==> src/hw/rtl/itra_pkg.sv <==
// Shared types, character codes and the digit glyph lookup for the radix formatter.
package itra_pkg;

	typedef logic [3:0] digit_t;
	typedef logic [7:0] char_t;

	localparam char_t CHAR_ZERO  = 8'h30;
	localparam char_t CHAR_A     = 8'h61;
	localparam char_t CHAR_X     = 8'h78;
	localparam char_t CHAR_MINUS = 8'h2d;

	localparam logic [4:0] RADIX_RESET = 5'd10;
	localparam logic [4:0] RADIX_MIN   = 5'd2;
	localparam logic [4:0] RADIX_OCT   = 5'd8;
	localparam logic [4:0] RADIX_HEX   = 5'd16;
	localparam logic [4:0] RADIX_MAX   = 5'd16;

	localparam int CHUNK_BITS = 8;

	// Digit stack commands from the sequencer
	typedef struct packed {
		logic push;
		logic pop;
	} stk_ctrl_t;

	function automatic char_t digit_glyph(input digit_t d);
		char_t g;
		if (d < 4'd10) begin
			g = CHAR_ZERO + {4'd0, d};
		end else begin
			g = CHAR_A + {4'd0, d} - 8'd10;
		end
		return g;
	endfunction

endpackage

==> src/hw/rtl/itra_divstep.sv <==
// Shared divide unit: eight restoring steps of one chunk of a word by a small base per cycle.
module itra_divstep
	import itra_pkg::*;
(
	input  logic [4:0]            base,
	input  digit_t                rem_in,
	input  logic [CHUNK_BITS-1:0] chunk,
	output logic [CHUNK_BITS-1:0] quo,
	output digit_t                rem_out
);

	always_comb begin
		logic [4:0] r;
		r = {1'b0, rem_in};
		quo = '0;
		for (int i = CHUNK_BITS - 1; i >= 0; i--) begin
			r = {r[3:0], chunk[i]};
			if (r >= base) begin
				r = r - base;
				quo[i] = 1'b1;
			end
		end
		rem_out = r[3:0];
	end

endmodule

==> src/hw/rtl/itra_digit_stack.sv <==
// Digit stack: digits pushed least significant first, popped most significant first.
module itra_digit_stack
	import itra_pkg::*;
#(
	parameter int DEPTH = 32
) (
	input  logic      clk,
	input  logic      arst_n,
	input  stk_ctrl_t ctrl,
	input  digit_t    push_data,
	output digit_t    rd_data,
	output logic      empty
);

	localparam int AW   = (DEPTH > 1) ? $clog2(DEPTH) : 1;
	localparam int CNTW = $clog2(DEPTH + 1);

	digit_t          mem [DEPTH];
	logic [CNTW-1:0] count_q;

	assign empty = (count_q == '0);

	always_ff @(posedge clk or negedge arst_n) begin
		if (!arst_n) begin
			count_q <= '0;
		end else if (ctrl.push) begin
			count_q <= count_q + 1'b1;
		end else if (ctrl.pop) begin
			count_q <= count_q - 1'b1;
		end
	end

	always_ff @(posedge clk) begin
		if (ctrl.push) begin
			mem[count_q[AW-1:0]] <= push_data;
		end
		if (ctrl.pop) begin
			rd_data <= mem[AW'(count_q - 1'b1)];
		end
	end

endmodule

==> src/hw/rtl/integer_to_radix_ascii.sv <==
// Top level: formats a signed integer as ASCII text in a configured base.
//
// Usage
//   radix_we/radix_wdata write the base (2..16, saturated; reset 10) while idle.
//   A word on item_valid/value is taken when item_stall is low. The text goes
//   out on char_valid/ascii_char/last, one character per beat, most
//   significant first: optional '-', "0x" (base 16) or "0" (base 8), digits.
// Timing
//   The magnitude is divided by the base in one shared unit, eight bits per
//   cycle, one pass over all of its chunks per digit until the quotient is
//   zero. The sign and prefix characters are then loaded, and each digit
//   takes a stack read, then an output load; every output load waits on
//   char_stall. item_stall is high throughout an item.
// Reset
//   arst_n clears the sequencer, output valid and the digit stack count.
// Back-pressure
//   char_stall holds the output register; the sequencer waits on it and
//   loses nothing. A new item may be taken while the final character waits.
module integer_to_radix_ascii
	import itra_pkg::*;
#(
	parameter int VALUE_BITS = 32
) (
	input  logic               clk,
	input  logic               arst_n,
	input  logic               radix_we,
	input  logic [4:0]         radix_wdata,
	input  logic               item_valid,
	output logic               item_stall,
	input  logic signed [31:0] value,
	output logic               char_valid,
	input  logic               char_stall,
	output logic [7:0]         ascii_char,
	output logic               last
);

	localparam int CHUNKS = (VALUE_BITS + CHUNK_BITS - 1) / CHUNK_BITS;
	localparam int DW     = CHUNKS * CHUNK_BITS;
	localparam int CW     = $clog2(CHUNKS + 1);

	localparam logic [2:0] S_IDLE = 3'd0;
	localparam logic [2:0] S_DIV  = 3'd1;
	localparam logic [2:0] S_SIGN = 3'd2;
	localparam logic [2:0] S_PRE0 = 3'd3;
	localparam logic [2:0] S_PREX = 3'd4;
	localparam logic [2:0] S_RD   = 3'd5;
	localparam logic [2:0] S_DIG  = 3'd6;

	logic [2:0]  state_q;
	logic [4:0]  radix_q;
	logic [4:0]  base_q;
	logic        neg_q;
	logic [DW-1:0] mag_q;
	digit_t      rem_q;
	logic [CW-1:0] cnt_q;
	logic        nz_q;
	logic        char_valid_q;
	char_t       char_q;
	logic        last_q;

	logic signed [VALUE_BITS-1:0] raw;
	logic [VALUE_BITS-1:0]        mag_in;
	logic [4:0]                   base_in;
	logic                         accept;
	logic                         load_ok;
	logic [CHUNK_BITS-1:0]        quo;
	digit_t                       rem_next;
	logic                         chunk_last;
	logic                         more;
	stk_ctrl_t                    stk_ctrl;
	digit_t                       stk_rd;
	logic                         stk_empty;
	logic                         has_prefix;

	assign raw     = VALUE_BITS'(value);
	assign mag_in  = raw[VALUE_BITS-1] ? (~raw + 1'b1) : raw;
	assign base_in = (radix_q < RADIX_MIN) ? RADIX_MIN :
	                 (radix_q > RADIX_MAX) ? RADIX_MAX : radix_q;

	assign item_stall = (state_q != S_IDLE);
	assign accept     = item_valid && !item_stall;
	assign load_ok    = !char_valid_q || !char_stall;
	assign has_prefix = (base_q == RADIX_HEX) || (base_q == RADIX_OCT);

	assign chunk_last = (cnt_q == CW'(CHUNKS - 1));
	assign more       = nz_q || (|quo);

	itra_divstep u_divstep (
		.base    (base_q),
		.rem_in  (rem_q),
		.chunk   (mag_q[DW-1 -: CHUNK_BITS]),
		.quo     (quo),
		.rem_out (rem_next)
	);

	always_comb begin
		stk_ctrl.push = (state_q == S_DIV) && chunk_last;
		stk_ctrl.pop  = (state_q == S_RD);
	end

	itra_digit_stack #(
		.DEPTH (VALUE_BITS)
	) u_stack (
		.clk       (clk),
		.arst_n    (arst_n),
		.ctrl      (stk_ctrl),
		.push_data (rem_next),
		.rd_data   (stk_rd),
		.empty     (stk_empty)
	);

	always_ff @(posedge clk or negedge arst_n) begin
		if (!arst_n) begin
			radix_q <= RADIX_RESET;
		end else if (radix_we) begin
			radix_q <= radix_wdata;
		end
	end

	always_ff @(posedge clk or negedge arst_n) begin
		if (!arst_n) begin
			state_q <= S_IDLE;
		end else begin
			unique case (state_q)
				S_IDLE: begin
					if (accept) state_q <= S_DIV;
				end
				S_DIV: begin
					if (chunk_last && !more) begin
						if (neg_q) state_q <= S_SIGN;
						else if (has_prefix) state_q <= S_PRE0;
						else state_q <= S_RD;
					end
				end
				S_SIGN: begin
					if (load_ok) state_q <= has_prefix ? S_PRE0 : S_RD;
				end
				S_PRE0: begin
					if (load_ok) state_q <= (base_q == RADIX_HEX) ? S_PREX : S_RD;
				end
				S_PREX: begin
					if (load_ok) state_q <= S_RD;
				end
				S_RD: begin
					state_q <= S_DIG;
				end
				S_DIG: begin
					if (load_ok) state_q <= stk_empty ? S_IDLE : S_RD;
				end
				default: begin
					state_q <= S_IDLE;
				end
			endcase
		end
	end

	// Divide datapath: quotient bits shift in at the bottom as chunks leave the top
	always_ff @(posedge clk) begin
		if (accept) begin
			mag_q  <= DW'(mag_in);
			neg_q  <= raw[VALUE_BITS-1];
			base_q <= base_in;
			rem_q  <= '0;
			cnt_q  <= '0;
			nz_q   <= 1'b0;
		end else if (state_q == S_DIV) begin
			mag_q <= (mag_q << CHUNK_BITS) | DW'(quo);
			if (chunk_last) begin
				rem_q <= '0;
				cnt_q <= '0;
				nz_q  <= 1'b0;
			end else begin
				rem_q <= rem_next;
				cnt_q <= cnt_q + 1'b1;
				nz_q  <= more;
			end
		end
	end

	always_ff @(posedge clk or negedge arst_n) begin
		if (!arst_n) begin
			char_valid_q <= 1'b0;
		end else if (load_ok && ((state_q == S_SIGN) || (state_q == S_PRE0) ||
		                         (state_q == S_PREX) || (state_q == S_DIG))) begin
			char_valid_q <= 1'b1;
		end else if (!char_stall) begin
			char_valid_q <= 1'b0;
		end
	end

	always_ff @(posedge clk) begin
		if (load_ok) begin
			unique case (state_q)
				S_SIGN: begin
					char_q <= CHAR_MINUS;
					last_q <= 1'b0;
				end
				S_PRE0: begin
					char_q <= CHAR_ZERO;
					last_q <= 1'b0;
				end
				S_PREX: begin
					char_q <= CHAR_X;
					last_q <= 1'b0;
				end
				S_DIG: begin
					char_q <= digit_glyph(stk_rd);
					last_q <= stk_empty;
				end
				default: begin
					char_q <= char_q;
					last_q <= last_q;
				end
			endcase
		end
	end

	assign char_valid = char_valid_q;
	assign ascii_char = char_q;
	assign last       = last_q;

`ifndef NO_ASSERTIONS
	// Every digit has left the digit stack by the time a new word can be taken
	a_idle_empty: assert property (@(posedge clk) disable iff (!arst_n)
		!item_stall |-> stk_empty)
		else $error("digit stack not empty while idle");

	a_push_pop: assert property (@(posedge clk) disable iff (!arst_n)
		!(stk_ctrl.push && stk_ctrl.pop))
		else $error("digit stack pushed and popped together");

	a_base_range: assert property (@(posedge clk) disable iff (!arst_n)
		(state_q == S_DIV) |-> (base_q >= RADIX_MIN) && (base_q <= RADIX_MAX))
		else $error("divide base out of range");

	// A digit load follows its stack read directly
	a_rd_then_dig: assert property (@(posedge clk) disable iff (!arst_n)
		(state_q == S_RD) |=> (state_q == S_DIG))
		else $error("stack read not followed by digit load");
`endif

endmodule
==> config.mk <==
export PLATFORM = sky130hd
export DESIGN_NAME = integer_to_radix_ascii
export DESIGN_NICKNAME = d
export VERILOG_FILES = /design/src/hw/rtl/itra_pkg.sv /design/src/hw/rtl/itra_divstep.sv /design/src/hw/rtl/itra_digit_stack.sv /design/src/hw/rtl/integer_to_radix_ascii.sv
export SDC_FILE = /design/constraint.sdc
export NUM_CORES = 1
export LEC_CHECK = 0
export BUFFER_PORTS_ARGS = -buffer_cell sky130_fd_sc_hd__buf_4
export CORE_MARGIN = 8
export CORE_UTILIZATION = 45
export DETAILED_ROUTE_END_ITERATION = 16
export PLACE_DENSITY = 0.73
export SYNTH_ARGS = -nofsm -noshare
export SYNTH_HDL_FRONTEND = slang
export SYNTH_SLANG_ARGS = --single-unit
==> constraint.sdc <==
create_clock -name clk -period 11.11 [get_ports clk]
set_clock_uncertainty 0.15 [all_clocks]
set_input_delay 1.6665 -clock clk [delete_from_list [all_inputs] [get_ports clk]]
set_output_delay 1.6665 -clock clk [all_outputs]
set_load 0.01 [all_outputs]
==> run summary <==
=================================================================================================
Type of the tightest min-delay check ...............................................   reg -> reg
Maximum count of clock buffers along a single path .................................            3
Average detailed-routed wire length per instance ...................................     20.13 um
Number of antenna violations at the first check in global routing ..................            0
Fillers ............................................................................        1,878
R2r setup slk ......................................................................      0.30 ns
Number of distinct library cell variants in the gate-level netlist after synthesis .           68
Proportion of register bits with asynchronous set or reset after synthesis .........       7.463%
Terminus of the critical flop-to-flop path ......................................... u_stack.mem[31][1]
Leading cell type by number of instances after synthesis ........................... sky130_fd_sc_hd__edfxtp_1
Period utilization .................................................................       97.31%
Post-Route Setup TNS ...............................................................         0 ns
Slew at the pin with the worst max-slew slack ......................................     1.144 ns
Data arrival, critical path ........................................................     11.04 ns
Number of flops mapped to enable cells by yosys ....................................          178
Maximum achievable frequency .......................................................    92.49 MHz
Layout Nets ........................................................................        1,044
Number of max-slew violations in the final report ..................................            0
Area share of the leading cell type in the synthesized netlist .....................       49.54%
Total via count after detailed routing .............................................        7,333
Area of the die ....................................................................   29,190 um2
Chip Height ........................................................................     170.8 um
Iteration-0 DRC count of the detailed router .......................................          693
First-pass GRT wire length .........................................................    38,580 um
Maximum Capacitance Violations .....................................................            0
Max-Slew Margin vs Limit ...........................................................       23.18%
Startpoint type of the worst setup path ............................................    flip-flop
Placed cell area ...................................................................   11,730 um2
Prevailing post-synth register cell ................................................ sky130_fd_sc_hd__edfxtp_1
Area of combinational cells with multiple inputs ...................................     4986 um2
Hold-critical path endpoint ........................................................     cnt_q[1]
Hold Path Origin ...................................................................     cnt_q[1]
Tmin final .........................................................................     10.81 ns
Gate count of the mapped netlist ...................................................          842
Combined flip-flop and latch cell area .............................................     5884 um2
Worst setup path class .............................................................   reg -> reg
Most used standard cells in the synthesized netlist ................................ sky130_fd_sc_hd__edfxtp_1 (178), sky130_fd_sc_hd__nor2_1 (78), sky130_fd_sc_hd__nand2_1 (70)
Maximum net fanout on the critical path ............................................            8
Clock transition at path regs ......................................................      0.06 ns
Non-filler instance count after layout .............................................        1,277
Total of buffers placed on input and output ports ..................................           51
Final routed DRC violation total ...................................................            0
Fin area ...........................................................................   13,020 um2
Final wirelength ...................................................................    25,710 um
Number of global-route vias before repair ..........................................        7,177
Area of the mapped netlist .........................................................   10,790 um2
Chip width .........................................................................     170.8 um
Cell repeated most along the worst path ............................................ sky130_fd_sc_hd__ha_1
Grt ovf ............................................................................            0
Critical path endpoint category ....................................................    flip-flop
Layout area overhead ...............................................................       20.70%
# placed instances .................................................................        1,211
Initial standard-cell utilization of the core ......................................       45.83%
Setup violations, final ............................................................            0
Area of the core ...................................................................   23,540 um2
First-pass iteration count of the detailed router ..................................            5
H-tree depth .......................................................................            1
Setup slack at placement ...........................................................   -0.5038 ns
Worst path setup slack after routing ...............................................    0.2984 ns
Critical Path Slowest Stage Cell ................................................... sky130_fd_sc_hd__edfxtp_1
Pin count of the biggest net entering global routing ...............................           58
Final RePlAce weighted congestion ..................................................       0.8796
Maximum single-stage delay on the critical path ....................................      0.39 ns
Via density per instance ...........................................................        5.742
Source-to-sink clock delay at the later pin of the worst-skew pair .................      0.53 ns
Num Clock Sinks ....................................................................          201
Clock buffers created by TritonCTS .................................................           22
Leading post-synthesis cells by cell area .......................................... sky130_fd_sc_hd__edfxtp_1 (50%), sky130_fd_sc_hd__mux4_2 (7.7%), sky130_fd_sc_hd__ha_1 (5.6%), sky130_fd_sc_hd__dfrtp_1 (3.0%), sky130_fd_sc_hd__xor2_1 (2.9%)
Standard-cell rows .................................................................           56
Tot GR Track Use ...................................................................       16.72%
Result of the run ..................................................................    completed
Syn_nets ...........................................................................          940
Final-report hold violation count ..................................................            0
Depth of the worst hold-timing path ................................................            2
Share of final-layout standard cells stronger than drive strength 1 ................       27.45%
Leading area contributor after synthesis ........................................... sky130_fd_sc_hd__edfxtp_1
Data required time of the critical path ............................................     11.34 ns
Root Driver ........................................................................ sky130_fd_sc_hd__clkbuf_16
Sequential cell area fraction in the yosys report ..................................       54.53%
Avg Cell Area, Syn .................................................................    12.81 um2
Total inserted antenna cells .......................................................            0
Post-DP HPWL .......................................................................    16,510 um
CTS tree ...........................................................................        built
Top-level I/O count ................................................................           53
Remaining antenna violation count after routing ....................................            0
Hold-fix buffers, CTS ..............................................................            0
Start of the worst register-to-register path .......................................    base_q[1]
Number of storage elements in the synthesis netlist ................................          201
Length in cells of the worst reg-to-reg path .......................................           50
Synthesis Warnings .................................................................            0
=================================================================================================
[worst max path at each step]
stage,from,endpoint,depth (start not counted)
floorplan,base_q[1],u_stack.mem[0][3],46
global placement,base_q[1],u_stack.mem[8][3],45
detailed placement,base_q[1],u_stack.mem[8][3],45
CTS,base_q[1],u_stack.mem[4][3],45
global route,base_q[1],u_stack.mem[23][3],51
finish,base_q[1],u_stack.mem[31][1],50
[metal layers]
layer  global-route usage, %  wire length, um  up-vias
li1                        -                -     3407
met1                   21.43            10550     3587
met2                   28.51            12880      284
met3                   3.042             1655       55
met4                   5.142              623        0
met5                       0                0        -
[repair_timing]
action | 4_1_cts | 5_1_grt
gates cloned | 2 | 6
gates resized for setup | 12 | 41
setup endpoints to repair | 131 | 137
buffers inserted | 4 | 18
pin swaps | 3 | 24
[cell usage in the layout (no fill, tap or decap), types with 8 or more instances in the layout]
master                      synthesis  layout
sky130_fd_sc_hd__xnor2_1           14      14
sky130_fd_sc_hd__o31ai_1           14       8
sky130_fd_sc_hd__mux4_2            37      37
sky130_fd_sc_hd__a21o_1            14      13
sky130_fd_sc_hd__o21a_1            10       9
sky130_fd_sc_hd__nor3_1            13      12
sky130_fd_sc_hd__ha_1              48      43
sky130_fd_sc_hd__nand2_1           70      68
sky130_fd_sc_hd__o21ai_1            9      10
sky130_fd_sc_hd__o21ai_0           50      46
sky130_fd_sc_hd__buf_4              2      95
sky130_fd_sc_hd__nor2b_1           11      11
sky130_fd_sc_hd__dfrtp_1           13      12
sky130_fd_sc_hd__inv_1             39      38
sky130_fd_sc_hd__a21oi_1           38      30
sky130_fd_sc_hd__edfxtp_1         178     178
sky130_fd_sc_hd__dfxtp_1            8       8
sky130_fd_sc_hd__fa_1               8       8
sky130_fd_sc_hd__nor2_1            78      77
sky130_fd_sc_hd__xor2_1            36      36
sky130_fd_sc_hd__clkbuf_16          0      26
sky130_fd_sc_hd__mux2_2            14      13
[state kept, by name, indices dropped and copies added, names as in the netlist, 3 cells and up]
signal           flops
ascii_char           7
base_q               5
cnt_q                3
mag_q               32
radix_q              5
rem_q                4
state_q              3
u_stack.count_q      6
u_stack.mem        128
u_stack.rd_data      4
[kinds of logic (layout without fill, tap and decap cells)]
logic type,Yosys count,after routing,synth area share [%]
mux,62,62,10.66
fa+ha+maj,56,56,7.051
xor+xnor,50,50,4.059
flops,201,201,54.53
buf+inv,69,182,2.690
compound gates,176,179,10.48
other cells,2,2,0.06961
simple gates,226,226,10.46
[worst max-delay path: cells and delay by family (launching register included)]
kind / cells / cell delay, ns
mux: 2 / 0.67
simple gates: 9 / 1.23
flops: 1 / 0.39
buf+inv: 9 / 1.21
compound gates: 22 / 4.47
fa+ha+maj: 8 / 2.53
[layout make-up]
class | count | share of cell area, %
inverters | 39 | 1.124
clock buffers | 26 | 4.343
multi-input cells | 575 | 38.29
clock inverters | 10 | 0.7686
flip-flops and latches | 201 | 45.19
well taps | 319 | 3.065
repair buffers | 107 | 7.225
[metrics by stage]
stage	utilization (%)	hold slack (ns)
after CTS	53.25	0.3141
final	55.31	0.3139
after floorplan	-	0.2900
after detailed placement	49.82	0.3057
after global routing	55.31	0.3337
after global placement	49.82	0.3002
Power is not shown: default switching activity piles up to over one toggle a cycle in this logic, so the estimate is an artifact.
